[config.mk]
export PLATFORM = sky130hd
export DESIGN_NAME = divisor_pair_ratio_match_core
export DESIGN_NICKNAME = d
export VERILOG_FILES = /design/src/hdl/dprm_pkg.sv /design/src/hdl/dprm_div.sv /design/src/hdl/dprm_mul.sv /design/src/hdl/divisor_pair_ratio_match_core.sv
export SDC_FILE = /design/constraint.sdc
export NUM_CORES = 2
export LEC_CHECK = 0
export ABC_AREA = 1
export ABC_CLOCK_PERIOD_IN_PS = 10100
export BUFFER_PORTS_ARGS = -buffer_cell sky130_fd_sc_hd__buf_2
export CAP_MARGIN = 20
export CORE_MARGIN = 3
export CORE_UTILIZATION = 33
export DETAILED_ROUTE_END_ITERATION = 10
export SETUP_SLACK_MARGIN = 0.3
export SYNTH_ARGS = -nofsm -noshare
export SYNTH_HDL_FRONTEND = slang
export SYNTH_HIERARCHICAL = 1
export SYNTH_SLANG_ARGS = --single-unit
[constraint.sdc]
create_clock -name i_clk -period 10.1 [get_ports i_clk]
set_input_delay 0.505 -clock i_clk [delete_from_list [all_inputs] [get_ports i_clk]]
set_output_delay 0.505 -clock i_clk [all_outputs]
set_load 0.01 [all_outputs]
[src/hdl/dprm_pkg.sv]
package dprm_pkg;

    localparam int TARGET_WIDTH = 24;
    localparam logic [TARGET_WIDTH-1:0] TARGET_RESET = 24'd116508;
    localparam int OUT_WIDTH = 32;

    typedef struct packed {
        logic busy;
        logic done;
    } t_unit_stat;

    typedef enum logic [6:0] {
        S_IDLE   = 7'b0000001,
        S_DIV    = 7'b0000010,
        S_MUL_Y  = 7'b0000100,
        S_MUL_L  = 7'b0001000,
        S_MUL_R  = 7'b0010000,
        S_NEXT   = 7'b0100000,
        S_FINISH = 7'b1000000
    } t_state;

endpackage

[src/hdl/dprm_div.sv]
module dprm_div #(
    parameter int W = 32
) (
    input  logic                 i_clk,
    input  logic                 i_rst_n,
    input  logic                 i_start,
    input  logic [W-1:0]         i_dividend,
    input  logic [W-1:0]         i_divisor,
    output logic [W-1:0]         o_quot,
    output logic [W-1:0]         o_rem,
    output dprm_pkg::t_unit_stat o_stat
);

    localparam int CW = $clog2(W + 1);

    logic [W-1:0]  r_q;
    logic [W-1:0]  r_rem;
    logic [W-1:0]  r_dv;
    logic [CW-1:0] r_cnt;
    logic          r_busy;
    logic          r_done;

    logic [W:0] rem_sh;
    logic [W:0] diff;
    logic       take;

    always_comb begin
        rem_sh = {r_rem, r_q[W-1]};
        diff   = rem_sh - {1'b0, r_dv};
        take   = (rem_sh >= {1'b0, r_dv});
    end

    always_ff @(posedge i_clk) begin
        if (!i_rst_n) begin
            r_busy <= 1'b0;
            r_done <= 1'b0;
        end else begin
            r_done <= r_busy && (r_cnt == CW'(0));
            if (i_start) begin
                r_busy <= 1'b1;
            end else if (r_busy && (r_cnt == CW'(0))) begin
                r_busy <= 1'b0;
            end
        end
    end

    always_ff @(posedge i_clk) begin
        if (i_start) begin
            r_q   <= i_dividend;
            r_dv  <= i_divisor;
            r_rem <= '0;
            r_cnt <= CW'(W - 1);
        end else if (r_busy) begin
            r_rem <= take ? diff[W-1:0] : rem_sh[W-1:0];
            r_q   <= {r_q[W-2:0], take};
            r_cnt <= r_cnt - CW'(1);
        end
    end

    assign o_quot      = r_q;
    assign o_rem       = r_rem;
    assign o_stat.busy = r_busy;
    assign o_stat.done = r_done;

endmodule

[src/hdl/dprm_mul.sv]
module dprm_mul #(
    parameter int AW = 56,
    parameter int BW = 32
) (
    input  logic                 i_clk,
    input  logic                 i_rst_n,
    input  logic                 i_start,
    input  logic [AW-1:0]        i_a,
    input  logic [BW-1:0]        i_b,
    output logic [AW+BW-1:0]     o_prod,
    output dprm_pkg::t_unit_stat o_stat
);

    localparam int PW = AW + BW;
    localparam int CW = $clog2(BW + 1);

    logic [AW-1:0] r_a;
    logic [BW-1:0] r_b;
    logic [PW-1:0] r_acc;
    logic [CW-1:0] r_cnt;
    logic          r_busy;
    logic          r_done;

    logic [PW-1:0] acc_step;

    always_comb begin
        acc_step = {r_acc[PW-2:0], 1'b0} + (r_b[BW-1] ? PW'(r_a) : PW'(0));
    end

    always_ff @(posedge i_clk) begin
        if (!i_rst_n) begin
            r_busy <= 1'b0;
            r_done <= 1'b0;
        end else begin
            r_done <= r_busy && (r_cnt == CW'(0));
            if (i_start) begin
                r_busy <= 1'b1;
            end else if (r_busy && (r_cnt == CW'(0))) begin
                r_busy <= 1'b0;
            end
        end
    end

    always_ff @(posedge i_clk) begin
        if (i_start) begin
            r_a   <= i_a;
            r_b   <= i_b;
            r_acc <= '0;
            r_cnt <= CW'(BW - 1);
        end else if (r_busy) begin
            r_acc <= acc_step;
            r_b   <= {r_b[BW-2:0], 1'b0};
            r_cnt <= r_cnt - CW'(1);
        end
    end

    assign o_prod      = r_acc;
    assign o_stat.busy = r_busy;
    assign o_stat.done = r_done;

endmodule

[src/hdl/divisor_pair_ratio_match_core.sv]
// each trial divisor takes one pass through the restoring divider
// a divisor that splits the count adds up to three serial multiplies per orientation;
// trials run for a = 1 .. floor(sqrt(count)) + 1
// a zero count goes straight to the finish state; one transfer at a time, busy high until the result
// the result strobe lasts one cycle and cannot be stalled by the receiver
// synchronous active-low reset idles the sequencer and restores the target ratio
module divisor_pair_ratio_match_core #(
    parameter int COUNT_WIDTH     = 32,
    parameter int RATIO_FRAC_BITS = 16
) (
    input  logic                                i_clk,
    input  logic                                i_rst_n,
    input  logic                                i_start,
    input  logic [COUNT_WIDTH-1:0]              i_count,
    output logic                                o_busy,
    input  logic                                i_cfg_we,
    input  logic [dprm_pkg::TARGET_WIDTH-1:0]   i_cfg_wdata,
    output logic                                o_valid,
    output logic [dprm_pkg::OUT_WIDTH-1:0]      o_grid_rows,
    output logic [dprm_pkg::OUT_WIDTH-1:0]      o_grid_cols
);

    localparam int W  = COUNT_WIDTH;
    localparam int F  = RATIO_FRAC_BITS;
    localparam int TW = dprm_pkg::TARGET_WIDTH;
    localparam int DW = W + ((F > TW) ? F : TW);
    localparam int PW = DW + W;

    dprm_pkg::t_state r_state, n_state;

    logic [TW-1:0] r_target;
    logic          r_valid, n_valid;
    logic          r_div_start, n_div_start;
    logic          r_mul_start, n_mul_start;
    logic          r_have, n_have;
    logic          r_k, n_k;
    logic [W-1:0]  r_n, n_n;
    logic [W-1:0]  r_a, n_a;
    logic [W-1:0]  r_q, n_q;
    logic [W-1:0]  r_cols, n_cols;
    logic [W-1:0]  r_rows, n_rows;
    logic [DW-1:0] r_d, n_d;
    logic [PW-1:0] r_lhs, n_lhs;
    logic [DW-1:0] r_best_d, n_best_d;
    logic [W-1:0]  r_best_rows, n_best_rows;
    logic [W-1:0]  r_best_cols, n_best_cols;

    logic [W-1:0]  div_quot;
    logic [W-1:0]  div_rem;
    logic [DW-1:0] mul_a;
    logic [W-1:0]  mul_b;
    logic [PW-1:0] mul_prod;
    logic [DW-1:0] dist_x;
    logic [DW-1:0] dist_y;
    logic [DW-1:0] dist_d;

    dprm_pkg::t_unit_stat div_stat;
    dprm_pkg::t_unit_stat mul_stat;

    dprm_div #(
        .W(W)
    ) u_div (
        .i_clk      (i_clk),
        .i_rst_n    (i_rst_n),
        .i_start    (r_div_start),
        .i_dividend (r_n),
        .i_divisor  (r_a),
        .o_quot     (div_quot),
        .o_rem      (div_rem),
        .o_stat     (div_stat)
    );

    // operand select follows the state the start pulse was issued into
    always_comb begin
        case (r_state)
            dprm_pkg::S_MUL_L: begin
                mul_a = r_d;
                mul_b = r_best_rows;
            end
            dprm_pkg::S_MUL_R: begin
                mul_a = r_best_d;
                mul_b = r_rows;
            end
            default: begin
                mul_a = DW'(r_target);
                mul_b = r_rows;
            end
        endcase
    end

    dprm_mul #(
        .AW(DW),
        .BW(W)
    ) u_mul (
        .i_clk   (i_clk),
        .i_rst_n (i_rst_n),
        .i_start (r_mul_start),
        .i_a     (mul_a),
        .i_b     (mul_b),
        .o_prod  (mul_prod),
        .o_stat  (mul_stat)
    );

    // |cols * 2^F - target * rows|
    always_comb begin
        dist_x = DW'({r_cols, {F{1'b0}}});
        dist_y = mul_prod[DW-1:0];
        dist_d = (dist_x >= dist_y) ? (dist_x - dist_y) : (dist_y - dist_x);
    end

    always_comb begin
        n_state     = r_state;
        n_valid     = 1'b0;
        n_div_start = 1'b0;
        n_mul_start = 1'b0;
        n_have      = r_have;
        n_k         = r_k;
        n_n         = r_n;
        n_a         = r_a;
        n_q         = r_q;
        n_cols      = r_cols;
        n_rows      = r_rows;
        n_d         = r_d;
        n_lhs       = r_lhs;
        n_best_d    = r_best_d;
        n_best_rows = r_best_rows;
        n_best_cols = r_best_cols;

        case (r_state)
            dprm_pkg::S_IDLE: begin
                if (i_start) begin
                    n_n         = i_count;
                    n_a         = W'(1);
                    n_have      = 1'b0;
                    n_best_rows = '0;
                    n_best_cols = '0;
                    n_best_d    = '0;
                    if (i_count == '0) begin
                        n_state = dprm_pkg::S_FINISH;
                    end else begin
                        n_state     = dprm_pkg::S_DIV;
                        n_div_start = 1'b1;
                    end
                end
            end
            dprm_pkg::S_DIV: begin
                if (div_stat.done) begin
                    n_q = div_quot;
                    if (r_a > div_quot) begin
                        n_state = dprm_pkg::S_FINISH;
                    end else if (div_rem != '0) begin
                        n_a         = r_a + W'(1);
                        n_div_start = 1'b1;
                    end else begin
                        n_k         = 1'b0;
                        n_cols      = r_a;
                        n_rows      = div_quot;
                        n_state     = dprm_pkg::S_MUL_Y;
                        n_mul_start = 1'b1;
                    end
                end
            end
            dprm_pkg::S_MUL_Y: begin
                if (mul_stat.done) begin
                    n_d = dist_d;
                    if (!r_have) begin
                        n_have      = 1'b1;
                        n_best_d    = dist_d;
                        n_best_rows = r_rows;
                        n_best_cols = r_cols;
                        n_state     = dprm_pkg::S_NEXT;
                    end else begin
                        n_state     = dprm_pkg::S_MUL_L;
                        n_mul_start = 1'b1;
                    end
                end
            end
            dprm_pkg::S_MUL_L: begin
                if (mul_stat.done) begin
                    n_lhs       = mul_prod;
                    n_state     = dprm_pkg::S_MUL_R;
                    n_mul_start = 1'b1;
                end
            end
            dprm_pkg::S_MUL_R: begin
                if (mul_stat.done) begin
                    // ties go to the later pair
                    if (!(r_lhs > mul_prod)) begin
                        n_best_d    = r_d;
                        n_best_rows = r_rows;
                        n_best_cols = r_cols;
                    end
                    n_state = dprm_pkg::S_NEXT;
                end
            end
            dprm_pkg::S_NEXT: begin
                if (!r_k && (r_a != r_q)) begin
                    n_k         = 1'b1;
                    n_cols      = r_q;
                    n_rows      = r_a;
                    n_state     = dprm_pkg::S_MUL_Y;
                    n_mul_start = 1'b1;
                end else begin
                    n_a         = r_a + W'(1);
                    n_state     = dprm_pkg::S_DIV;
                    n_div_start = 1'b1;
                end
            end
            dprm_pkg::S_FINISH: begin
                n_valid = 1'b1;
                n_state = dprm_pkg::S_IDLE;
            end
            default: begin
                n_state = dprm_pkg::S_IDLE;
            end
        endcase
    end

    always_ff @(posedge i_clk) begin
        if (!i_rst_n) begin
            r_state     <= dprm_pkg::S_IDLE;
            r_target    <= dprm_pkg::TARGET_RESET;
            r_valid     <= 1'b0;
            r_div_start <= 1'b0;
            r_mul_start <= 1'b0;
            r_have      <= 1'b0;
        end else begin
            r_state     <= n_state;
            r_valid     <= n_valid;
            r_div_start <= n_div_start;
            r_mul_start <= n_mul_start;
            r_have      <= n_have;
            if (i_cfg_we) begin
                r_target <= i_cfg_wdata;
            end
        end
    end

    always_ff @(posedge i_clk) begin
        r_k         <= n_k;
        r_n         <= n_n;
        r_a         <= n_a;
        r_q         <= n_q;
        r_cols      <= n_cols;
        r_rows      <= n_rows;
        r_d         <= n_d;
        r_lhs       <= n_lhs;
        r_best_d    <= n_best_d;
        r_best_rows <= n_best_rows;
        r_best_cols <= n_best_cols;
    end

    assign o_busy      = (r_state != dprm_pkg::S_IDLE);
    assign o_valid     = r_valid;
    assign o_grid_rows = dprm_pkg::OUT_WIDTH'(r_best_rows);
    assign o_grid_cols = dprm_pkg::OUT_WIDTH'(r_best_cols);

    a_units_exclusive: assert property (@(posedge i_clk) disable iff (!i_rst_n)
        !(div_stat.busy && mul_stat.busy))
        else $error("divider and multiplier active together");

    a_strobe_single: assert property (@(posedge i_clk) disable iff (!i_rst_n)
        o_valid |=> !o_valid)
        else $error("result strobe longer than one cycle");

    a_start_busy: assert property (@(posedge i_clk) disable iff (!i_rst_n)
        (i_start && !o_busy) |=> o_busy)
        else $error("accepted transfer did not raise busy");

    a_valid_idle: assert property (@(posedge i_clk) disable iff (!i_rst_n)
        o_valid |-> (!o_busy && !div_stat.busy && !mul_stat.busy))
        else $error("result shown while work still running");

endmodule
# Word level (Yosys, flattened, before mapping)
# Cells that the tools add are included.
# classes
add_sub_neg,7
order_cmp,4
n_eq_ne,22
mux,81
reduce_logical,25
# op_table
cell,n
two-way mux 32 bit,28
two-way mux 56 bit,7
case mux 32 bit (3 select lines),3
case mux 56 bit (3 select lines),1
case mux 32 bit (2 select lines),2
case mux 56 bit (2 select lines),1
adder 88 bit,1
greater-than comparator 88 bit,1
>= comparator 48 x 56 -> 1 bit,1
two-way mux 7 bit,8
subtractor 48 x 56 -> 56 bit,1
subtractor 56 x 48 -> 56 bit,1
case mux 7 bit (6 select lines),1
>= comparator 33 x 32 -> 1 bit,1
adder 32 x 1 -> 32 bit (second input constant),1
greater-than comparator 32 bit,1
logical NOT 32 bit,1
inequality test 32 bit,1
nonzero test 32 bit,1
subtractor 32 bit,1
two-way mux 1 bit,24
AND reduction 6 bit,3
inequality test 2 bit (second input constant),8
logical NOT 6 bit,2
23 further kinds,39
# word_totals
ff_bits,748
input_bits,60
out_inout_bits,66
wordCells,168

# Depth between registers and ports, before layout
# depth
ltp_word,5
depth_mapped,21
ltp_nobuf,19

# Modules after synthesis
# Netlist, hierarchy kept.
# modules_own_cells
module,instances,cells_each,area_per_inst_um2,seq_area_each_um2
divisor_pair_ratio_match_core,1,3343,27925.5,13462.9
dprm_mul,1,2273,13924.6,4564.4
dprm_div,1,998,6916.6,2722.6

# Least setup slack after synthesis
# Ideal clock, no wire load.
# synth_path
path_kind,register -> register
from,"register u_mul.r_acc[14], in the netlist u_mul/o_prod[14]"
to,"register r_best_cols[0], in the netlist o_grid_cols[0] (enable)"
setup_ns,0.639
arrival_ns,7.295
required_time_ns,9.461
slack_ns,2.166
path_stages_with_launch,9
n_path_buf,0
synth_period_minus_slack_ns,7.934
path_cell_list,dfxtp_1 inv_1 ha_1 nand2_1 nor4_1 nand2_1 nor4_1 a21oi_1 a21oi_1
# synth_between
elab_chain_cells,3
# synth_lines
element,line,text
from (decl),dprm_mul.sv:19,logic [PW-1:0] r_acc;
from (signal assigned),dprm_mul.sv:51,r_acc <= acc_step;
greater-than comparator 88 bit,divisor_pair_ratio_match_core.sv:188,if (!(r_lhs > mul_prod)) begin
inequality test 2 bit (no line),n/a,
AND reduction 6 bit (no line),n/a,
to (signal assigned),divisor_pair_ratio_match_core.sv:250,r_best_cols <= n_best_cols;
to (decl),divisor_pair_ratio_match_core.sv:46,"logic [W-1:0] r_best_cols, n_best_cols;"
# Every way passes these cells.
# A chain may end at the register's enable or synchronous reset.

# Final worst setup path
# layout_path
from,"register u_mul.r_acc[14], in the netlist u_mul/o_prod[14]"
to,"register r_best_cols[26], in the netlist o_grid_cols[26] (enable)"
# The elaborated chain is that of the path after synthesis.

==> reports/summary.txt <==
mean area per synthesized cell - 7.37 um2
CP Class - flip-flop to flip-flop
DRC - 0
Resized Gates After CTS - 0
worst voltage drop across the vdd grid - 0.222 mV
leakage power of the design - 26.7 nW
maximum cell stage delay along the critical path - 780 ps
final-report max-slew violation count - 0
initial detailed-routing violation count - 3467
element type at the critical path end - flip-flop
Overall Power - 11.5 mW
worst max-slew margin expressed relative to the limit - 30.1%
fin cells - 8758
Pre-Repair DR Iteration Count - 6
starting utilization of the core area - 33.3%
Area growth syn-to-layout - 12.5%
Core Box Area - 146000 um2
Max Fanout on Critical Path - 58
unrepaired setup endpoints after global routing - false
count of filler cells inserted in the layout - 15172
number of top-level pins - 126
Die Area - 152000 um2
area of combinational cells with multiple inputs - 23000 um2
number of buffers inserted to repair setup after CTS - 0
run status - finished, final reports clean
Yosys Warn Count - 6
wire length of the first global-routing pass - 246 mm
critical path's slowest cell - sky130_fd_sc_hd__buf_4
share of layout cells above drive strength 1 - 7.09%
total detailed-routing wirelength - 164 mm
Placement Cell Area - 51400 um2
drt wl/cell - 18.7 um
DIE WIDTH - 390 um
number of instances in the synthesized netlist - 6612
Hold Path Stages - 3
largest net degree at the start of global routing - 92
I/O Buffers - 125
post-synth design cell area - 48800 um2
pin slew with the least headroom to its limit - 1040 ps
number of global-route vias before repair - 40927
count of maximum capacitance violations - 0
Routed Antenna Nets - 0
Fmax - 197 MHz
Setup Total Neg Slack - 0 ps
final hold violation count - 0
leftover overflow at the end of global routing - 0
number of clock buffers inserted by TritonCTS - 85
CTS Buffer Depth - 3
Reg2Reg Capture Point - o_grid_cols[26]
worst-case register-to-register setup slack - 5020 ps
DIE HEIGHT - 390 um
WHS Endpoint - r_target[12]
TritonCTS clock tree - built
cell count after placement - 8550
startpoint of the worst-slack reg-to-reg timing path - u_mul/o_prod[14]
weighted congestion at the end of routability-driven global placement - 0.995
Final Cell Area - 54800 um2
reg2reg path depth - 10
hold-fix buffers at CTS - 49
PD cells - 210 nW/um2
Clk Latency, worst-skew pair - 720 ps
setup clock skew after layout - 63.5 ps
Final setup violation count - 0
Overall Global Routing Usage - 21.0%
Mapped Nets - 6949
number of nets in the layout - 7107
number of levels the H-tree was split into - 3
CP cell instances - inv_1 > ha_1 > nand2_1 > nor4_1 > nand2_1 > nor4_1 > a21oi_1 > a21oi_4 > buf_4 > buf_4
detailed-placement wirelength estimate - 128 mm
clock slew at the register clock pins of the worst setup and hold paths - 60 ps
initial antenna violation count - 2
critical path data arrival time - 5410 ps
time the worst path needs with I/O delays and setup - 5080 ps
sequential standard cell area - 20800 um2
hold path start - i_cfg_wdata[12]
total number of clock tree sinks - 748
DR vias/cell - 4.88
Startpoint Class - flip-flop
row count - 140
fraction of the cycle the final worst path needs - 50.3%
Crit path required time - 10430 ps
cell at the root of the clock tree - sky130_fd_sc_hd__clkbuf_16
vias post-DR - 42755
HP Class - input port to flip-flop
-- through the flow --
stage	utilization [%]	hold slack, ps	setup slack [ps]
finish	37.5	34.0	5020
global route	37.5	27.5	4730
CTS	37.5	2.84	5040
detailed placement	35.2	451	5070
global placement	35.2	436	5130
floorplan	-	398	2170
-- critical path: cells and delay by family, from the launching register on --
family	cells	cell delay, ps
adders and majority gates	1	300
DFF	1	500
and+or+nand+nor	4	1250
AOI/OAI and AO/OA	2	920
buffers and inverters	3	1590
-- layout make-up --
class | instances | share of cell area, %
Sequential cell | 748 | 37.9
Clock buffer | 103 | 4.13
Antenna cell | 1 | 0.00456
Clock inverter | 54 | 1.07
Inverter | 1155 | 7.91
Tap cell | 1917 | 4.38
Timing Repair Buffer | 215 | 2.63
Multi-Input combinational cell | 4565 | 42.0
-- worst max-delay path by stage --
stage                                  to  cells past startpoint  slack, ps              from
after floorplan            o_grid_cols[0]                      8       2170  u_mul/o_prod[14]
after global placement       r_best_d[45]                     10       5130  u_mul/o_prod[13]
after detailed placement  o_grid_cols[27]                     10       5070  u_mul/o_prod[14]
after CTS                 o_grid_cols[26]                     10       5040  u_mul/o_prod[14]
after global routing      o_grid_cols[20]                     10       4730  u_mul/o_prod[14]
final                     o_grid_cols[26]                     10       5020  u_mul/o_prod[14]
-- placed cells by master, fill, tap and decap left out, drive strengths merged, types with 69 or more instances in the layout --
cell	count
a21oi	253
buf	166
clkbuf	103
dfxtp	171
edfxtp	577
ha	274
inv	1154
nand2	2221
nand3	394
nand4	69
nor2	665
o21ai	284
xor2	76
-- state kept, by name, indices dropped and copies added, names as in the netlist, 56 cells and up --
register      count
r_lhs            88
u_mul/o_prod     88
r_best_d         56
r_d              56
u_mul/r_a        56
-- power by group --
group	switching [mW]	leakage (nW)	internal, mW
Sequential	0.561	6.84	4.19
Combinational	2.53	18.5	1.06
Clock	1.37	1.39	1.82
-- routing by layer --
| layer | vias up | wire, um | global-route usage [%] |
|---|---|---|---|
| met5 | - | 0 | 0 |
| met4 | 0 | 7970 | 9.27 |
| met2 | 1161 | 77600 | 35.6 |
| li1 | 21271 | - | - |
| met3 | 294 | 7650 | 2.58 |
| met1 | 20029 | 71000 | 26.9 |
No activity file was read; power rests on OpenSTA's default activity.
